--- src/design/sdq_pkg.sv ---
// ---------------------------------------------------------------------------
// sdq_pkg - shared definitions for the searchable deque
// Sizes, operation and status codes, and the structs passed between the
// cell row, the match scanner and the top level.
// ---------------------------------------------------------------------------
`default_nettype none

package sdq_pkg;

    // store size and derived widths
    localparam int CAPACITY = 64;
    localparam int CNT_W    = $clog2(CAPACITY + 1);
    localparam int GRP_W    = 8;                              // match bits per scan step
    localparam int NGRP     = (CAPACITY + GRP_W - 1) / GRP_W; // scan steps per query
    localparam int GIDX_W   = (NGRP > 1) ? $clog2(NGRP) : 1;
    localparam int PAD_W    = NGRP * GRP_W;

    // field widths
    localparam int OP_W     = 3;
    localparam int VAL_W    = 32;
    localparam int STAT_W   = 2;
    localparam int POS_W    = 8;
    localparam int MCNT_W   = 7;
    localparam int LEN_W    = 7;
    localparam int IN_W     = 40;
    localparam int OUT_W    = 32;

    // operation codes
    localparam logic [OP_W-1:0] OP_PUSH_FRONT = 3'd0;
    localparam logic [OP_W-1:0] OP_PUSH_BACK  = 3'd1;
    localparam logic [OP_W-1:0] OP_POP_FRONT  = 3'd2;
    localparam logic [OP_W-1:0] OP_POP_BACK   = 3'd3;
    localparam logic [OP_W-1:0] OP_QUERY      = 3'd4;

    // status codes
    localparam logic [STAT_W-1:0] STAT_OK    = 2'd0;
    localparam logic [STAT_W-1:0] STAT_EMPTY = 2'd1;
    localparam logic [STAT_W-1:0] STAT_FULL  = 2'd2;

    // per-cycle command broadcast to every cell
    typedef struct packed {
        logic push_front;
        logic push_back;
        logic pop_front;
        logic pop_back;
        logic compare;
    } sdq_cell_ctrl_t;

    // query summary from the scanner
    typedef struct packed {
        logic             found;
        logic [CNT_W-1:0] first;
        logic [CNT_W-1:0] count;
    } sdq_scan_res_t;

endpackage

`default_nettype wire

--- src/design/sdq_cell.sv ---
// ---------------------------------------------------------------------------
// sdq_cell - one storage cell of the deque row
// Holds one entry and its occupancy bit, shifts towards either neighbour,
// loads at the back boundary and registers a compare against the key.
// ---------------------------------------------------------------------------
`default_nettype none

module sdq_cell (
    input  wire                        clk,
    input  wire                        rst_n,
    input  wire sdq_pkg::sdq_cell_ctrl_t ctrl,
    input  wire signed [31:0]          value,
    input  wire signed [31:0]          prev_data,   // cell nearer the front
    input  wire                        prev_valid,
    input  wire signed [31:0]          next_data,   // cell nearer the back
    input  wire                        next_valid,
    output logic signed [31:0]         data,
    output logic                       valid,
    output logic                       match
);

    logic signed [31:0] data_reg;
    logic signed [31:0] data_next;
    logic               valid_reg;
    logic               valid_next;
    logic               match_reg;

    // next entry and occupancy
    always_comb
    begin
        data_next  = data_reg;
        valid_next = valid_reg;
        if (ctrl.push_front)
        begin
            data_next  = prev_data;
            valid_next = prev_valid;
        end
        else if (ctrl.pop_front)
        begin
            data_next  = next_data;
            valid_next = next_valid;
        end
        else if (ctrl.push_back)
        begin
            // first free cell behind the occupied run takes the request
            if (!valid_reg && prev_valid)
            begin
                data_next  = value;
                valid_next = 1'b1;
            end
        end
        else if (ctrl.pop_back)
        begin
            // last occupied cell drops out
            if (valid_reg && !next_valid)
            begin
                valid_next = 1'b0;
            end
        end
    end

    // entry payload, no reset
    always_ff @(posedge clk)
    begin
        data_reg <= data_next;
    end

    // occupancy and match flag
    always_ff @(posedge clk or negedge rst_n)
    begin
        if (!rst_n)
        begin
            valid_reg <= 1'b0;
            match_reg <= 1'b0;
        end
        else
        begin
            valid_reg <= valid_next;
            if (ctrl.compare)
            begin
                match_reg <= valid_reg && (data_reg == value);
            end
        end
    end

    assign data  = data_reg;
    assign valid = valid_reg;
    assign match = match_reg;

endmodule

`default_nettype wire

--- src/design/sdq_scan.sv ---
// ---------------------------------------------------------------------------
// sdq_scan - match vector scanner
// Walks the registered match bits one group per cycle from the front,
// counting matches and noting the first matching position.
// ---------------------------------------------------------------------------
`default_nettype none

module sdq_scan (
    input  wire                              clk,
    input  wire                              rst_n,
    input  wire                              start,
    input  wire [sdq_pkg::CAPACITY-1:0]      match_vec,
    output logic                             done,
    output sdq_pkg::sdq_scan_res_t           res
);

    logic                             busy_reg;
    logic                             done_reg;
    logic [sdq_pkg::GIDX_W-1:0]       grp_reg;
    logic                             found_reg;
    logic [sdq_pkg::CNT_W-1:0]        first_reg;
    logic [sdq_pkg::CNT_W-1:0]        cnt_reg;

    logic [sdq_pkg::PAD_W-1:0]        match_pad;
    logic [sdq_pkg::GRP_W-1:0]        bits;
    logic [3:0]                       pop;
    logic [2:0]                       first_idx;
    logic                             any;
    logic                             last_grp;

    assign match_pad = sdq_pkg::PAD_W'(match_vec);
    assign bits      = match_pad[grp_reg*sdq_pkg::GRP_W +: sdq_pkg::GRP_W];
    assign last_grp  = (grp_reg == sdq_pkg::GIDX_W'(sdq_pkg::NGRP - 1));

    // group popcount and first set bit
    always_comb
    begin
        pop       = 4'd0;
        first_idx = 3'd0;
        any       = |bits;
        for (int k = 0; k < sdq_pkg::GRP_W; k++)
        begin
            pop = pop + 4'(bits[k]);
        end
        for (int k = sdq_pkg::GRP_W - 1; k >= 0; k--)
        begin
            if (bits[k])
            begin
                first_idx = 3'(k);
            end
        end
    end

    // scan sequencer
    always_ff @(posedge clk or negedge rst_n)
    begin
        if (!rst_n)
        begin
            busy_reg  <= 1'b0;
            done_reg  <= 1'b0;
            grp_reg   <= '0;
            found_reg <= 1'b0;
            first_reg <= '0;
            cnt_reg   <= '0;
        end
        else if (start)
        begin
            busy_reg  <= 1'b1;
            done_reg  <= 1'b0;
            grp_reg   <= '0;
            found_reg <= 1'b0;
            first_reg <= '0;
            cnt_reg   <= '0;
        end
        else if (busy_reg)
        begin
            cnt_reg <= cnt_reg + sdq_pkg::CNT_W'(pop);
            if (!found_reg && any)
            begin
                found_reg <= 1'b1;
                first_reg <= sdq_pkg::CNT_W'({grp_reg, first_idx}) + sdq_pkg::CNT_W'(1);
            end
            if (last_grp)
            begin
                busy_reg <= 1'b0;
                done_reg <= 1'b1;
            end
            else
            begin
                grp_reg <= grp_reg + sdq_pkg::GIDX_W'(1);
            end
        end
    end

    assign done      = done_reg;
    assign res.found = found_reg;
    assign res.first = first_reg;
    assign res.count = cnt_reg;

endmodule

`default_nettype wire

--- src/design/searchable_double_ended_queue_core.sv ---
// ---------------------------------------------------------------------------
// searchable_double_ended_queue_core - bounded deque with content search
// Row of shifting cells holds the sequence front first; queries compare all
// cells at once and a scanner reduces the match bits.
// ---------------------------------------------------------------------------
// Inserts and removals: result registered as the request is taken; next request
// may follow in the next cycle once the receiver takes that result.
// Queries: cells register the compare, the match scanner reduces one group per
// cycle, then the result is registered once the output is free; no request taken meanwhile.
// Reset (rst_n, async, active low) empties the deque; no clearing pass.
`default_nettype none

module searchable_double_ended_queue_core (
    input  wire         clk,
    input  wire         rst_n,
    input  wire         s_tvalid,
    output logic        s_tready,
    input  wire [39:0]  s_tdata,    // op[2:0], value[34:3], zero [39:35]
    output logic        m_tvalid,
    input  wire         m_tready,
    output logic [31:0] m_tdata     // status[1:0], found[2], first_position[10:3],
                                    // match_count[17:11], length[24:18], zero [31:25]
);

    localparam logic ST_IDLE = 1'b0;
    localparam logic ST_SCAN = 1'b1;

    logic                           state_reg;
    logic                           state_next;
    logic [sdq_pkg::CNT_W-1:0]      count_reg;
    logic [sdq_pkg::CNT_W-1:0]      count_next;
    logic                           out_valid_reg;
    logic [sdq_pkg::OUT_W-1:0]      out_data_reg;
    logic                           out_valid_next;
    logic [sdq_pkg::OUT_W-1:0]      out_data_next;

    logic [sdq_pkg::OP_W-1:0]       op;
    logic signed [31:0]             value;
    logic                           accept;
    logic                           out_free;
    logic                           full;
    logic                           empty;
    logic [sdq_pkg::STAT_W-1:0]     status;
    sdq_pkg::sdq_cell_ctrl_t        ctrl;
    logic                           scan_done;
    sdq_pkg::sdq_scan_res_t         scan_res;
    logic [sdq_pkg::POS_W-1:0]      first_pos;

    logic signed [31:0]             data_arr [sdq_pkg::CAPACITY];
    logic [sdq_pkg::CAPACITY-1:0]   valid_vec;
    logic [sdq_pkg::CAPACITY-1:0]   match_vec;

    // request fields
    assign op    = s_tdata[2:0];
    assign value = s_tdata[34:3];

    // handshake
    assign out_free = !out_valid_reg || m_tready;
    assign s_tready = (state_reg == ST_IDLE) && out_free;
    assign accept   = s_tvalid && s_tready;
    assign full     = (count_reg == sdq_pkg::CNT_W'(sdq_pkg::CAPACITY));
    assign empty    = (count_reg == '0);

    // decode request into cell commands and new length
    always_comb
    begin
        ctrl       = '0;
        status     = sdq_pkg::STAT_OK;
        count_next = count_reg;
        if (accept)
        begin
            unique case (op)
                sdq_pkg::OP_PUSH_FRONT, sdq_pkg::OP_PUSH_BACK:
                begin
                    if (full)
                    begin
                        status = sdq_pkg::STAT_FULL;
                    end
                    else
                    begin
                        ctrl.push_front = (op == sdq_pkg::OP_PUSH_FRONT);
                        ctrl.push_back  = (op == sdq_pkg::OP_PUSH_BACK);
                        count_next      = count_reg + sdq_pkg::CNT_W'(1);
                    end
                end
                sdq_pkg::OP_POP_FRONT, sdq_pkg::OP_POP_BACK:
                begin
                    if (empty)
                    begin
                        status = sdq_pkg::STAT_EMPTY;
                    end
                    else
                    begin
                        ctrl.pop_front = (op == sdq_pkg::OP_POP_FRONT);
                        ctrl.pop_back  = (op == sdq_pkg::OP_POP_BACK);
                        count_next     = count_reg - sdq_pkg::CNT_W'(1);
                    end
                end
                sdq_pkg::OP_QUERY:
                begin
                    ctrl.compare = 1'b1;
                end
                default:
                begin
                    // undefined codes leave everything as it is
                end
            endcase
        end
    end

    // cell row, front at index 0
    for (genvar i = 0; i < sdq_pkg::CAPACITY; i++)
    begin : g_cell
        logic signed [31:0] prev_data;
        logic               prev_valid;
        logic signed [31:0] next_data;
        logic               next_valid;

        if (i == 0)
        begin : g_front
            assign prev_data  = value;
            assign prev_valid = 1'b1;
        end
        else
        begin : g_mid_front
            assign prev_data  = data_arr[i-1];
            assign prev_valid = valid_vec[i-1];
        end

        if (i == sdq_pkg::CAPACITY - 1)
        begin : g_back
            assign next_data  = '0;
            assign next_valid = 1'b0;
        end
        else
        begin : g_mid_back
            assign next_data  = data_arr[i+1];
            assign next_valid = valid_vec[i+1];
        end

        sdq_cell u_cell (
            .clk        (clk),
            .rst_n      (rst_n),
            .ctrl       (ctrl),
            .value      (value),
            .prev_data  (prev_data),
            .prev_valid (prev_valid),
            .next_data  (next_data),
            .next_valid (next_valid),
            .data       (data_arr[i]),
            .valid      (valid_vec[i]),
            .match      (match_vec[i])
        );
    end

    // match reduction
    sdq_scan u_scan (
        .clk       (clk),
        .rst_n     (rst_n),
        .start     (ctrl.compare),
        .match_vec (match_vec),
        .done      (scan_done),
        .res       (scan_res)
    );

    assign first_pos = scan_res.found ? sdq_pkg::POS_W'(scan_res.first) : '1;

    // sequencing and result register
    always_comb
    begin
        state_next     = state_reg;
        out_valid_next = out_valid_reg && !m_tready;
        out_data_next  = out_data_reg;
        unique case (state_reg)
            ST_IDLE:
            begin
                if (accept)
                begin
                    if (op == sdq_pkg::OP_QUERY)
                    begin
                        state_next = ST_SCAN;
                    end
                    else
                    begin
                        out_valid_next = 1'b1;
                        out_data_next  = {7'd0, sdq_pkg::LEN_W'(count_next), 7'd0, 8'd0,
                                          1'b0, status};
                    end
                end
            end
            ST_SCAN:
            begin
                if (scan_done && out_free)
                begin
                    state_next     = ST_IDLE;
                    out_valid_next = 1'b1;
                    out_data_next  = {7'd0, sdq_pkg::LEN_W'(count_reg),
                                      sdq_pkg::MCNT_W'(scan_res.count), first_pos,
                                      scan_res.found, sdq_pkg::STAT_OK};
                end
            end
            default:
            begin
                state_next = ST_IDLE;
            end
        endcase
    end

    always_ff @(posedge clk or negedge rst_n)
    begin
        if (!rst_n)
        begin
            state_reg     <= ST_IDLE;
            count_reg     <= '0;
            out_valid_reg <= 1'b0;
        end
        else
        begin
            state_reg     <= state_next;
            count_reg     <= count_next;
            out_valid_reg <= out_valid_next;
        end
    end

    always_ff @(posedge clk)
    begin
        out_data_reg <= out_data_next;
    end

    assign m_tvalid = out_valid_reg;
    assign m_tdata  = out_data_reg;

`ifndef SYNTHESIS
    // occupied cells always form the length
    a_valid_count: assert property (@(posedge clk) disable iff (!rst_n)
        $countones(valid_vec) == 32'(count_reg))
        else $error("cell occupancy disagrees with length");

    // length stays within the store
    a_count_bound: assert property (@(posedge clk) disable iff (!rst_n)
        count_reg <= sdq_pkg::CNT_W'(sdq_pkg::CAPACITY))
        else $error("length beyond capacity");

    // no request taken while a query is being reduced
    a_scan_block: assert property (@(posedge clk) disable iff (!rst_n)
        state_reg == ST_SCAN |-> !s_tready)
        else $error("request accepted during scan");

    // insert into a full store leaves the length alone
    a_full_hold: assert property (@(posedge clk) disable iff (!rst_n)
        accept && full && (op == sdq_pkg::OP_PUSH_FRONT || op == sdq_pkg::OP_PUSH_BACK)
        |=> $stable(count_reg))
        else $error("length changed on full insert");
`endif

endmodule

`default_nettype wire

--- config.mk ---
export PLATFORM = sky130hd
export DESIGN_NAME = searchable_double_ended_queue_core
export DESIGN_NICKNAME = d
export VERILOG_FILES = /design/src/design/sdq_pkg.sv /design/src/design/sdq_cell.sv /design/src/design/sdq_scan.sv /design/src/design/searchable_double_ended_queue_core.sv
export SDC_FILE = /design/constraint.sdc
export NUM_CORES = 2
export LEC_CHECK = 0
export ABC_CLOCK_PERIOD_IN_PS = 6100
export BUFFER_PORTS_ARGS = -buffer_cell sky130_fd_sc_hd__buf_2
export CORE_AREA = 5 5 634 636
export DETAILED_ROUTE_END_ITERATION = 8
export DIE_AREA = 0 0 639 641
export PLACE_DENSITY = 0.56
export SYNTH_ARGS = -nofsm -noshare
export SYNTH_HDL_FRONTEND = slang
export SYNTH_SLANG_ARGS = --single-unit
export TNS_END_PERCENT = 100
--- constraint.sdc ---
create_clock -name clk -period 6.1 [get_ports clk]
set_input_delay 0.305 -clock clk [delete_from_list [all_inputs] [get_ports clk]]
set_output_delay 0.305 -clock clk [all_outputs]
set_load 0.005 [all_outputs]
==> run_summary.xml <==
<?xml version="1.0" encoding="UTF-8"?>
<metrics>
  <group name="routing">
    <metric name="dr_total_vias" unit="">90060</metric>
    <metric name="totalWireLength" unit="mm">491.3</metric>
    <metric name="drc_marker_count_from_the_first_detailed_route_iteration" unit="">16930</metric>
    <metric name="average_wire_length_per_cell_after_detail_routing" unit="um">35.30</metric>
    <metric name="detail-route-antenna-nets" unit="">0</metric>
    <metric name="detail_route.first_pass.iterations" unit="">7</metric>
    <metric name="routed_via_density" unit="">6.471</metric>
    <metric name="number_of_remaining_drc_errors" unit="">0</metric>
  </group>
  <group name="power_and_ir_drop">
    <metric name="worst_ir_drop_vdd" unit="V">0.0003094</metric>
    <metric name="power.density" unit="nW/um^2">321.6</metric>
    <metric name="power.static_leakage" unit="nW">41.27</metric>
    <metric name="total_power" unit="W">0.04232</metric>
  </group>
  <group name="cts">
    <metric name="post_cts_resized" unit="">0</metric>
    <metric name="htreeDepth" unit="">4</metric>
    <metric name="cts_hold_buffers" unit="">10</metric>
    <metric name="postCtsSetupBuffers" unit="">0</metric>
    <metric name="clk-insertion-delay-late" unit="ns">0.96</metric>
    <metric name="cts_tree" unit="">yes</metric>
    <metric name="clock_sink_count" unit="">2230</metric>
    <metric name="clock_path_buffers" unit="">4</metric>
    <metric name="tritoncts.num_buffers" unit="">241</metric>
    <metric name="path_clk_slew" unit="ns">0.07</metric>
    <metric name="cts-root-buf" unit="">clkbuf_16</metric>
  </group>
  <group name="grt">
    <metric name="largest_net_degree_at_the_start_of_global_routing" unit="">227</metric>
    <metric name="via_count_of_the_first_global_routing_pass" unit="">85140</metric>
    <metric name="grt_usage" unit="%">22.70</metric>
    <metric name="grt_util_met3" unit="%">5.634</metric>
    <metric name="grt_antenna_before_repair" unit="">40</metric>
    <metric name="grt.overflow.total" unit="">0</metric>
    <metric name="gr_layer_usage_met2" unit="%">34.05</metric>
    <metric name="grt_pass1_wl" unit="mm">682.0</metric>
    <metric name="grt.busiest_layer" unit="">met2</metric>
    <metric name="global_route.usage.met1" unit="%">31.34</metric>
  </group>
  <group name="sta">
    <metric name="unrepaired_setup_endpoints_after_global_routing" unit="">false</metric>
    <metric name="layout_min_cycle_time" unit="ns">5.132</metric>
    <metric name="report.final.setup_viol" unit="">0</metric>
    <metric name="setup_tns" unit="ns">0</metric>
    <metric name="max_slew.worst_pin.slew" unit="ns">1.442</metric>
    <metric name="worst_slew_margin_rel" unit="%">2.967</metric>
    <metric name="highest_clock_rate" unit="GHz">0.1948</metric>
    <metric name="fin_worst_skew" unit="ns">0.07665</metric>
    <metric name="final_min_period_over_clock_period" unit="%">84.14</metric>
    <metric name="slew_violations" unit="">0</metric>
    <metric name="timing.final.hold_violations" unit="">0</metric>
  </group>
  <group name="yosys">
    <metric name="seq_area_frac_synth" unit="%">55.95</metric>
    <metric name="synth_area" unit="um^2">118300</metric>
    <metric name="synthDistinctLibCells" unit="">67</metric>
    <metric name="synth.largest_area_cell" unit="">edfxtp_1</metric>
    <metric name="ys_warn_count" unit="">0</metric>
    <metric name="synthFlopType" unit="">edfxtp_1</metric>
    <metric name="synth.top_cells.by_area" unit="">edfxtp_1 53%, a221o_1 17%, xnor2_1 11%</metric>
    <metric name="syn_inst" unit="">8834</metric>
    <metric name="synth_top_area_share" unit="%">52.63</metric>
    <metric name="async_reset_ff_share" unit="%">7.040</metric>
    <metric name="synth-seq-cells" unit="">2230</metric>
    <metric name="synth-edff-count" unit="">2073</metric>
    <metric name="post_synth.cell_area_avg" unit="um^2">13.39</metric>
  </group>
  <group name="placement">
    <metric name="gp_congestion" unit="">0.9468</metric>
    <metric name="placedInstanceArea" unit="um^2">123900</metric>
    <metric name="place.detailed.hpwl" unit="mm">335.6</metric>
    <metric name="port_buffers" unit="">65</metric>
  </group>
  <group name="final_layout">
    <metric name="finalNetCount" unit="">8539</metric>
    <metric name="layout-drive-gt1-share" unit="%">9.349</metric>
    <metric name="largest_register_ff_count" unit="">2048</metric>
    <metric name="layout.cell_area.non_filler" unit="um^2">131600</metric>
    <metric name="area_growth_syn_to_layout" unit="%">11.26</metric>
    <metric name="num-fill-cells" unit="">38390</metric>
  </group>
  <group name="floorplanning">
    <metric name="io-pin-count" unit="">78</metric>
    <metric name="die_area" unit="um^2">409600</metric>
    <metric name="die_h" unit="um">641</metric>
    <metric name="initial_core_util" unit="%">29.94</metric>
    <metric name="placeableCoreArea" unit="um^2">395100</metric>
    <metric name="rows" unit="">231</metric>
    <metric name="die-width" unit="um">639</metric>
  </group>
  <group name="setup_path">
    <metric name="worst_setup_path_end_kind" unit="">register</metric>
    <metric name="worstPathArrival" unit="ns">5.95</metric>
    <metric name="cp_top_family" unit="">adder cells</metric>
    <metric name="required_time_at_the_endpoint_of_the_critical_path" unit="ns">6.91</metric>
    <metric name="cp_num_buf_inv" unit="">5</metric>
    <metric name="cp_slowest_cell" unit="">dfrtp_2</metric>
    <metric name="critPathKind" unit="">register to register</metric>
    <metric name="start_kind" unit="">register</metric>
    <metric name="max_stage_delay" unit="ns">0.57</metric>
    <metric name="worstPathMaxFanout" unit="">12</metric>
    <metric name="cell_breakdown_of_the_critical_path" unit="">buf_4 -&gt; mux2_2 -&gt; nor2_1 -&gt; o31a_1 -&gt; ha_1 -&gt; fa_1 -&gt; inv_1 -&gt; fa_1 -&gt; inv_1 -&gt; fa_1 -&gt; inv_1 -&gt; fa_1 -&gt; inv_1 -&gt; ha_1 -&gt; a21o_1 -&gt; a21oi_1 -&gt; nor2b_1 -&gt; o211ai_1 -&gt; xor2_1 -&gt; nor2_1</metric>
  </group>
  <group name="min_path">
    <metric name="timing.hold.worst.class" unit="">input port to register</metric>
  </group>
  <group name="run_status">
    <metric name="result_of_the_run" unit="">complete, no violations</metric>
  </group>
  <group name="run">
    <metric name="maxCapViolCount" unit="">0</metric>
  </group>
</metrics>
-- per-stage QoR --
| step | std cells | util, % | setup WS (ns) | hold slack (ns) |
|---|---|---|---|---|
| 2_1_floorplan | 8840 | - | 1.052 | 0.009409 |
| 3_3_place_gp | 13460 | 31.36 | 0.6658 | 0.3770 |
| 3_5_place_dp | 13460 | 31.36 | 0.9747 | 0.3833 |
| 4_1_cts | 13910 | 33.30 | 0.9643 | 0.09447 |
| 5_1_grt | 13910 | 33.30 | 0.7299 | 0.1281 |
| 6_report | 13920 | 33.31 | 0.9676 | 0.1631 |
-- Yosys cell counts, types with 36 or more instances --
cell type	count
buf_2	191
buf_1	80
a221o_1	1984
a221oi_1	66
xor2_1	551
a21oi_1	85
or4_1	56
nand2_1	218
xnor2_1	1475
nand4_1	389
dfrtp_1	157
nand3_1	64
buf_4	144
nor4_1	181
edfxtp_1	2073
clkbuf_1	515
o21ai_0	168
a21o_1	36
inv_1	39
nor2_1	112
-- logic make-up (layout without fill, tap and decap cells) --
group	count (synthesis)	in the layout	synth area share, %
buffers and inverters	1001	825	4.018
XOR/XNOR	2026	2026	15.00
adder cells (fa/ha/maj)	20	20	0.2433
AND/OR/NAND/NOR	1116	1116	5.324
multiplexers	33	33	0.4284
AO/OA/AOI/OAI	2407	2407	19.03
flip-flops	2230	2230	55.95
other	1	19	0.003171
-- power breakdown --
part	internal (W)	switching (W)	leakage [nW]
logic	0.00257	0.00424	16.7
clock network	0.00827	0.00655	3.70
registers	0.0185	0.00218	20.9
total	0.0293	0.0130	41.3
-- worst paths after layout --
check / startpoint / end / slack [ns] / depth (start not counted)
max in group asynchronous: rst_n / g_cell[23].u_cell.valid / 3.97 / 4
max: u_scan.grp_reg[0] / u_scan.cnt_reg[5] / 0.97 / 20
min: s_tdata[33] / g_cell[33].u_cell.match / 0.16 / 5
min reg2reg: g_cell[31].u_cell.match / g_cell[31].u_cell.match / 0.48 / 2
min in group asynchronous: rst_n / u_scan.cnt_reg[1] / 0.50 / 3
max reg2reg: u_scan.grp_reg[0] / u_scan.cnt_reg[5] / 0.97 / 20
-- worst min-delay path: cells and delay by family --
family | cells | cell delay (ns)
buffers and inverters | 1 | 0.23
AOI/OAI and AO/OA | 1 | 0.08
and+or+nand+nor | 2 | 0.22
xor gates and xnor gates | 1 | 0.20
-- cells in the final DEF, fill, tap and decap left out, drive strengths merged, types with 15 or more instances in the layout --
| master | netlist | routed |
|---|---|---|
| a21oi | 85 | 85 |
| bufinv | 0 | 20 |
| o21ai | 172 | 172 |
| dfrtp | 157 | 157 |
| inv | 40 | 47 |
| nor2 | 142 | 142 |
| a21o | 36 | 36 |
| nand3 | 64 | 64 |
| a221oi | 66 | 66 |
| edfxtp | 2073 | 2073 |
| nand2 | 219 | 219 |
| xnor2 | 1475 | 1475 |
| nand4 | 389 | 389 |
| nor3 | 23 | 23 |
| a221o | 1984 | 1984 |
| clkbuf | 518 | 323 |
| ha | 15 | 15 |
| clkinv | 1 | 79 |
| or4 | 56 | 56 |
| xor2 | 551 | 551 |
| nor4 | 182 | 182 |
| buf | 442 | 342 |
-- layer usage --
metal  up-vias  part of all wire [%]
li1      35320                     -
met4        26                   4.5
met2      7451                    44
met5         -                 0.040
met1     46160                    39
met3      1108                    13
-- area by class of cell --
| cell class | count | area (um^2) | area share, % |
|---|---|---|---|
| antenna | 12 | 30.03 | 0.02282 |
| clock buffer | 322 | 6496 | 4.937 |
| clock inverter | 110 | 1070 | 0.8130 |
| inverter | 41 | 153.9 | 0.1170 |
| multi-input combinational | 5609 | 47820 | 36.34 |
| sequential | 2230 | 66180 | 50.29 |
| tap | 5242 | 6559 | 4.984 |
| timing repair buffer | 352 | 3279 | 2.492 |
Note: power is estimated with default switching activity, not from simulation.
